`config.mk`:
```
export PLATFORM = sky130hd
export DESIGN_NAME = trial_division_prime_test_core
export DESIGN_NICKNAME = d
export VERILOG_FILES = /design/src/rtl/tdpt_pkg.sv /design/src/rtl/tdpt_divider.sv /design/src/rtl/trial_division_prime_test_core.sv
export SDC_FILE = /design/constraint.sdc
export NUM_CORES = 1
export LEC_CHECK = 0
export ABC_AREA = 1
export BUFFER_PORTS_ARGS = -buffer_cell sky130_fd_sc_hd__buf_2
export CORE_MARGIN = 2
export CORE_UTILIZATION = 40
export CTS_BUF_LIST = sky130_fd_sc_hd__clkbuf_4
export CTS_CLUSTER_SIZE = 8
export DETAILED_ROUTE_END_ITERATION = 6
export MAX_ROUTING_LAYER = met4
export PLACE_DENSITY_LB_ADDON = 0.12
export SLEW_MARGIN = 10
export SYNTH_ARGS = -nofsm -noshare
export SYNTH_HDL_FRONTEND = slang
export SYNTH_SLANG_ARGS = --single-unit
```
`constraint.sdc`:
```
create_clock -name i_clk -period 3.8 [get_ports i_clk]
set_clock_uncertainty 0.15 [all_clocks]
set_input_delay 0.76 -clock i_clk [delete_from_list [all_inputs] [get_ports i_clk]]
set_output_delay 0.76 -clock i_clk [all_outputs]
set_load 0.01 [all_outputs]
```
`src/rtl/tdpt_pkg.sv`:
```
// Package for the trial-division prime test core.
// Holds the divider handshake structs and fixed constants; no dependencies.
`timescale 1ns / 1ps

package tdpt_pkg;

    // First odd trial divisor and the step between divisors
    localparam int FIRST_DIVISOR = 3;
    localparam int DIVISOR_STEP  = 2;
    // Smallest even prime
    localparam int EVEN_PRIME    = 2;

    // Control from the sequencer to the serial divider
    typedef struct packed {
        logic start;
    } t_div_ctrl;

    // Status from the serial divider back to the sequencer
    typedef struct packed {
        logic done;
    } t_div_stat;

endpackage

```
`src/rtl/tdpt_divider.sv`:
```
// Bit-serial restoring divider: one quotient bit per cycle.
// Depends on tdpt_pkg for the control and status structs.
`timescale 1ns / 1ps

module tdpt_divider #(
    parameter int W = 32
) (
    input  logic                  i_clk,
    input  logic                  i_rst_n,
    input  tdpt_pkg::t_div_ctrl   i_ctrl,
    input  logic [W-1:0]          i_dividend,
    input  logic [W-1:0]          i_divisor,
    output tdpt_pkg::t_div_stat   o_stat,
    output logic [W-1:0]          o_quotient,
    output logic [W-1:0]          o_remainder
);

    localparam int CW = (W > 1) ? $clog2(W) : 1;

    logic [W-1:0]  r_dvd, n_dvd;
    logic [W-1:0]  r_rem, n_rem;
    logic [CW-1:0] r_cnt, n_cnt;
    logic          r_busy, n_busy;
    logic          r_done, n_done;

    logic [W:0]    trial;
    logic [W:0]    diff;

    // Shift the next dividend bit into the partial remainder and try a subtract
    assign trial = {r_rem, r_dvd[W-1]};
    assign diff  = trial - {1'b0, i_divisor};

    always_comb begin
        n_dvd  = r_dvd;
        n_rem  = r_rem;
        n_cnt  = r_cnt;
        n_busy = r_busy;
        n_done = 1'b0;
        if (i_ctrl.start) begin
            // Load a new request
            n_dvd  = i_dividend;
            n_rem  = '0;
            n_cnt  = CW'(W - 1);
            n_busy = 1'b1;
        end else if (r_busy) begin
            // Advance one quotient bit; restore when the subtract goes negative
            if (!diff[W]) begin
                n_rem = diff[W-1:0];
                n_dvd = {r_dvd[W-2:0], 1'b1};
            end else begin
                n_rem = trial[W-1:0];
                n_dvd = {r_dvd[W-2:0], 1'b0};
            end
            if (r_cnt == '0) begin
                n_busy = 1'b0;
                n_done = 1'b1;
            end else begin
                n_cnt = r_cnt - 1'b1;
            end
        end
    end

    always_ff @(posedge i_clk) begin
        if (!i_rst_n) begin
            r_busy <= 1'b0;
            r_done <= 1'b0;
            r_cnt  <= '0;
        end else begin
            r_busy <= n_busy;
            r_done <= n_done;
            r_cnt  <= n_cnt;
        end
    end

    // Datapath registers need no reset
    always_ff @(posedge i_clk) begin
        r_dvd <= n_dvd;
        r_rem <= n_rem;
    end

    assign o_stat.done  = r_done;
    assign o_quotient   = r_dvd;
    assign o_remainder  = r_rem;

endmodule

```
`src/rtl/trial_division_prime_test_core.sv`:
```
// Trial-division prime test: screens sign, small and even values at once,
// then walks odd divisors d while d <= value / d, one serial division per
// divisor tried. One request at a time; busy stays high during a divisor walk
// and drops as the one-cycle o_valid strobe rises; the receiver cannot stall,
// so the next request may start on the edge that takes the result.
// Synchronous active-low reset returns to idle.
`timescale 1ns / 1ps

module trial_division_prime_test_core #(
    parameter int VALUE_WIDTH = 32
) (
    input  logic                          i_clk,
    input  logic                          i_rst_n,
    input  logic                          start,
    input  logic signed [VALUE_WIDTH-1:0] i_value,
    output logic                          busy,
    output logic                          o_valid,
    output logic                          o_is_prime
);

    localparam int W = VALUE_WIDTH;

    typedef enum logic [1:0] {
        S_IDLE = 2'b01,
        S_DIV  = 2'b10
    } t_state;

    t_state       r_state, n_state;
    logic [W-1:0] r_n, n_n;
    logic [W-1:0] r_d, n_d;
    logic         r_div_start, n_div_start;
    logic         r_valid, n_valid;
    logic         r_prime, n_prime;

    tdpt_pkg::t_div_ctrl div_ctrl;
    tdpt_pkg::t_div_stat div_stat;
    logic [W-1:0]        div_q;
    logic [W-1:0]        div_r;

    logic [W-1:0] in_bits;
    logic         in_neg;
    logic         in_le1;
    logic         in_even;
    logic         in_two;

    // Screen the incoming request
    assign in_bits = i_value;
    assign in_neg  = in_bits[W-1];
    assign in_le1  = (in_bits[W-1:1] == '0);
    assign in_even = !in_bits[0];
    assign in_two  = (in_bits == W'(tdpt_pkg::EVEN_PRIME));

    assign div_ctrl.start = r_div_start;

    tdpt_divider #(
        .W (W)
    ) u_div (
        .i_clk       (i_clk),
        .i_rst_n     (i_rst_n),
        .i_ctrl      (div_ctrl),
        .i_dividend  (r_n),
        .i_divisor   (r_d),
        .o_stat      (div_stat),
        .o_quotient  (div_q),
        .o_remainder (div_r)
    );

    // Sequence the divisor walk
    always_comb begin
        n_state     = r_state;
        n_n         = r_n;
        n_d         = r_d;
        n_div_start = 1'b0;
        n_valid     = 1'b0;
        n_prime     = r_prime;
        case (r_state)
            S_IDLE: begin
                if (start) begin
                    n_n = in_bits;
                    if (in_neg || in_le1) begin
                        n_valid = 1'b1;
                        n_prime = 1'b0;
                    end else if (in_even) begin
                        n_valid = 1'b1;
                        n_prime = in_two;
                    end else begin
                        n_d         = W'(tdpt_pkg::FIRST_DIVISOR);
                        n_div_start = 1'b1;
                        n_state     = S_DIV;
                    end
                end
            end
            S_DIV: begin
                if (div_stat.done) begin
                    if (r_d > div_q) begin
                        // Divisor passed the square root: no factor found
                        n_valid = 1'b1;
                        n_prime = 1'b1;
                        n_state = S_IDLE;
                    end else if (div_r == '0) begin
                        // Exact factor: composite
                        n_valid = 1'b1;
                        n_prime = 1'b0;
                        n_state = S_IDLE;
                    end else begin
                        // Advance to the next odd divisor
                        n_d         = r_d + W'(tdpt_pkg::DIVISOR_STEP);
                        n_div_start = 1'b1;
                    end
                end
            end
            default: begin
                n_state = S_IDLE;
            end
        endcase
    end

    always_ff @(posedge i_clk) begin
        if (!i_rst_n) begin
            r_state     <= S_IDLE;
            r_div_start <= 1'b0;
            r_valid     <= 1'b0;
        end else begin
            r_state     <= n_state;
            r_div_start <= n_div_start;
            r_valid     <= n_valid;
        end
    end

    // Hold operands and the result bit
    always_ff @(posedge i_clk) begin
        r_n     <= n_n;
        r_d     <= n_d;
        r_prime <= n_prime;
    end

    assign busy       = (r_state != S_IDLE);
    assign o_valid    = r_valid;
    assign o_is_prime = r_prime;

endmodule

```
Word level (Yosys, flattened, before mapping):

Cells that the tools add are included.

* register bits after elaboration: 140
* word-level logic and storage cells: 88

* add/sub/neg operators: 3
* order comparisons: 1
* eq/ne operators: 13
* muxes and demuxes: 46
* bitwise logic cells: 2
* reductions and logical operators: 12

Operator list (number)
* $mux 32: 9
* $pmux 32 s2: 1
* $sub 33x32->33: 1
* $add 32x2->32 const B: 1
* $eq 32x2->1 const B: 1
* $gt 32x32->1: 1
* $logic_not 32->1: 1
* $logic_not 31->1: 1
* $mux 1: 23
* $mux 5: 3
* $mux 2: 6
* $ne 2x2->1 const B: 6
* $reduce_and 5->1: 2
* $reduce_and 7->1: 1
* $ne 3x3->1 const B: 2
* $pmux 1 s2: 3
* $logic_not 5->1: 1
* $sub 5x1->5 const B: 1
* $ne 2x1->1 const B: 2
* $pmux 2 s2: 1
* $reduce_and 2->1: 2
* $reduce_bool 2->1: 2
* $reduce_or 3->1: 1
* $eq 2x1->1 const B: 1
* other kinds (3): 4

Logic depth before layout (Yosys ltp):

* word-level depth: 5
* mapped depth: 17
* depth with buffers taken out: 17

Modules after synthesis:

From an unflattened synthesis, not the netlist that was laid out.

* cell total of the unflattened synthesis: 1493
* area, all modules: 10431.3 um^2

Modules (own cells, without submodules)
* tdpt_divider: instances 1, cells each 1015, area an instance 6236.0 um^2
* trial_division_prime_test_core: instances 1, cells each 478, area an instance 4195.3 um^2

Worst setup path before layout:

Ideal clock, no wire load.

* path type: register -> register
* start: register u_div.r_dvd[31] (netlist: u_div.o_quotient[31])
* end: register r_d[10] (enable)
* setup time: 0.391 ns
* arrival: 2.204 ns
* path slack: 1.055 ns
* cell stages (with the launch flop): 10
* buffers on the path: 0
* clock period less this slack: 2.745 ns
* path through: edfxtp_1 inv_1 ha_1 nand2_1 nor2_1 nand4_1 nor2_1 nand4_1 nand3_1 and3_1

* word-level cells in the longest chain between the ends: 3

RTL lines
* start: declaration: line tdpt_divider.sv:20 `logic [W-1:0] r_dvd, n_dvd;`
* start signal: assignment: line tdpt_divider.sv:77 `r_dvd <= n_dvd;`
* $gt 32x32->1: line trial_division_prime_test_core.sv:95 `if (r_d > div_q) begin`
* $ne 2x2->1 (no line)
* $reduce_and 7->1 (no line)
* end signal: assignment: line trial_division_prime_test_core.sv:133 `r_d <= n_d;`
* end: declaration: line trial_division_prime_test_core.sv:30 `logic [W-1:0] r_d, n_d;`

Every way passes these cells.
A chain may end at the register's enable or synchronous reset.

Worst setup path after layout:

* start: register u_div.r_dvd[31] (netlist: u_div.o_quotient[31])
* end: register r_d[11] (enable)

Same word-level chain as after synthesis.

==> impl_metrics.tcl <==
set metrics [dict create \
    root_buffer "clkbuf_4" \
    vias 8082 \
    fill_cells 2386 \
    crit_path_end_kind "flop" \
    clk_path_buf_depth 2 \
    yosys.area_share.simple_pct 31.7 \
    initial_utilization_pct 41.0 \
    worstSetupPathType "flop to flop" \
    cts_tree "yes" \
    ir_drop_mv 0.525 \
    required_ns 3.85 \
    synth-async-reset-ratio_pct 0 \
    grt_pass1_vias 7514 \
    grt_pass1_wl_um 38400 \
    hp-class "input port to flop" \
    synth_fa_ha_area_share_pct 9.16 \
    antenna_found_initial 1 \
    syn_area_mm2 0.00937 \
    worstSkewPairLatency_ns 0.57 \
    dieArea_mm2 0.0247 \
    yosysWarnings 0 \
    synthToLayoutAreaGrowth_pct 8.56 \
    synth_top_family_by_area "simple AND/OR/NAND/NOR gates" \
    die_w_um 157 \
    cts.sinks 139 \
    seq_area_frac_synth_pct 40.0 \
    multiInputGateArea_mm2 0.00485 \
    synth.distinct_cells 40 \
    setup_tns_ns 0 \
    maxCapViolations 0 \
    worstPathCellList "inv_1, ha_1, nand2_1, nor2_1, nand4_1, nor2_1, nand4_1, nand3_1, and3_1, buf_4" \
    pin_count 38 \
    period_share_pct 79.2 \
    rows 55 \
    post-cts-setup-buffer-count 0 \
    clkTransAtPathRegs_ns 0.17 \
    drt_iter0_markers 355 \
    die_h_um 157 \
    powerDensity_mw_per_mm2 763 \
    overflow 0 \
    total_power_w 0.00776 \
    cpPeakStageDelay_ns 0.48 \
    avgSynthCellArea_um2 7.45 \
    portBuffers 37 \
    totalWireLength_um 23600 \
    critPathSlowestCell "edfxtp_1" \
    synth-compound-area-share_pct 8.96 \
    synthXorXnorAreaFrac_pct 1.87 \
    grt_max_degree 43 \
    clock.fmax_mhz 332 \
    syn_nets 1360 \
    worst_slew_pin_slew_ns 0.967 \
    synthFlopType "edfxtp_1" \
    hold_ws_ns 0.220 \
    setup_viol 0 \
    drc_errors 0 \
    leakagePower_nw 4.61 \
    synthMuxAreaShare_pct 0 \
    synth-edff-count 96 \
    antenna_left 0 \
    ff_latch_area_mm2 0.00374 \
    routed_via_density 4.98 \
    setup.worst_path.start_class "flop" \
    nNetsFinal 1399 \
    h-tree-depth 4 \
    core_area_mm2 0.0228 \
    drive_above_1_share_pct 9.63 \
    first_pass_iters 7 \
    ys_ff_latch 139 \
    dp_hpwl_um 18400 \
    period_needed_ns 3.01 \
    relSlewSlack_pct 35.5 \
    synthCells 1257 \
    critPathMaxFanout 31 \
    wl_per_cell_um 14.6 \
    arrival_ns 3.05 \
    cts_resized 0 \
    status "complete, no violations" \
    globalplace.congestion 0.874 \
    slew_viol_final 0 \
    cts_hold_buf 0 \
    cts_made_buffers 17 \
    hold_violations 0 \
    rsz0062_at_grt "no" \
    track_usage_pct 20.6 \
]
==> synth_stat cells, types with 5 or more instances <==
| master | instances | area [um^2] |
|---|---|---|
| a21o_1 | 5 | 37.5 |
| a21oi_1 | 67 | 335 |
| buf_6 | 5 | 56.3 |
| clkbuf_1 | 11 | 41.3 |
| dfxtp_1 | 43 | 861 |
| edfxtp_1 | 96 | 2880 |
| ha_1 | 67 | 838 |
| inv_1 | 169 | 634 |
| nand2_1 | 389 | 1460 |
| nand2_2 | 20 | 125 |
| nand3_1 | 69 | 345 |
| nand3b_1 | 10 | 75.1 |
| nand4_1 | 25 | 156 |
| nor2_1 | 108 | 405 |
| nor2_2 | 5 | 31.3 |
| nor3_1 | 18 | 90.1 |
| nor4_1 | 11 | 68.8 |
| o21ai_0 | 70 | 350 |
| xnor2_1 | 17 | 149 |
==> metal layers <==
metal | track usage, % | up-vias | share of wire, %
met3 | 2.48 | 20 | 3.8
met4 | 4.16 | 0 | 1.1
met2 | 33.0 | 163 | 45
li1 | - | 4206 | -
met1 | 28.3 | 3693 | 50
met5 | - | - | 0
==> flip-flops by register name (all words and copies together) (netlist names), 2 cells and up <==
signal,count
r_d,31
r_n,32
r_state,2
u_div.o_quotient,32
u_div.o_remainder,32
u_div.r_cnt,5
==> critical path: cells and delay by family (launching register included) <==
family / cells / cell delay [ns]
adders and majority gates: 1 / 0.33
DFF: 1 / 0.48
buffers and inverters: 2 / 0.53
and+or+nand+nor: 7 / 1.18
==> cell usage in the layout (no fill, tap or decap), types with 4 or more instances in the layout <==
cell,netlist,final
clkbuf_4,0,17
dfxtp_1,43,42
nand2_1,389,389
nand3b_1,10,10
inv_1,169,169
nand4_1,25,25
a31oi_1,4,4
buf_4,0,6
inv_6,0,5
edfxtp_1,96,96
o21ai_0,70,70
nand3_1,69,69
nor3_1,18,18
a21oi_1,67,67
inv_8,0,4
ha_1,67,67
nor2_1,108,106
nor2_4,3,5
o21ai_1,4,4
xnor2_1,17,17
a21o_1,5,5
nor4_1,11,11
nand2_2,20,20
buf_2,3,37
nand2_4,4,4
nor2_2,5,5
==> metrics by stage <==
stage	util, %	std cells	area (um^2)	setup WS [ns]
2_1_floorplan	-	1257	9370	1.05
3_3_place_gp	43.2	1590	9870	0.737
3_5_place_dp	43.2	1590	9870	0.738
4_1_cts	44.5	1622	10200	0.704
5_1_grt	44.5	1623	10200	0.593
6_report	44.5	1623	10200	0.792
==> layout make-up <==
class                   count  area share (%)
clock buffers              17            1.26
clock inverters            15            1.70
multi-input cells         923            47.7
repair buffers             43            2.26
well taps                 313            3.85
diodes                      1          0.0246
inverters                 172            6.35
flip-flops and latches    139            36.8
==> power by group <==
part           switching [W]  total, W  internal [W]  leakage (nW)
logic                0.00287   0.00427       0.00140          3.20
clock network       0.000689   0.00105      0.000363         0.161
registers           0.000330   0.00244       0.00211          1.26
==> logic make-up after synthesis <==
logic type | count (synthesis)
flip-flops | 139
adder cells (fa/ha/maj) | 68
AO/OA/AOI/OAI | 159
AND/OR/NAND/NOR | 676
XOR/XNOR | 20
buffers and inverters | 195
==> final timing paths <==
path | from | endpoint | slack [ns] | cells after the start
worst max-delay path | u_div.o_quotient[31] | r_d[11] | 0.79 | 10
worst min-delay path | i_value[30] | r_n[30] | 0.22 | 1
worst max register to register | u_div.o_quotient[31] | r_d[11] | 0.79 | 10
worst min register to register | u_div.r_cnt[1] | u_div.r_cnt[1] | 0.32 | 2
Power figures use the tool's default switching activity.
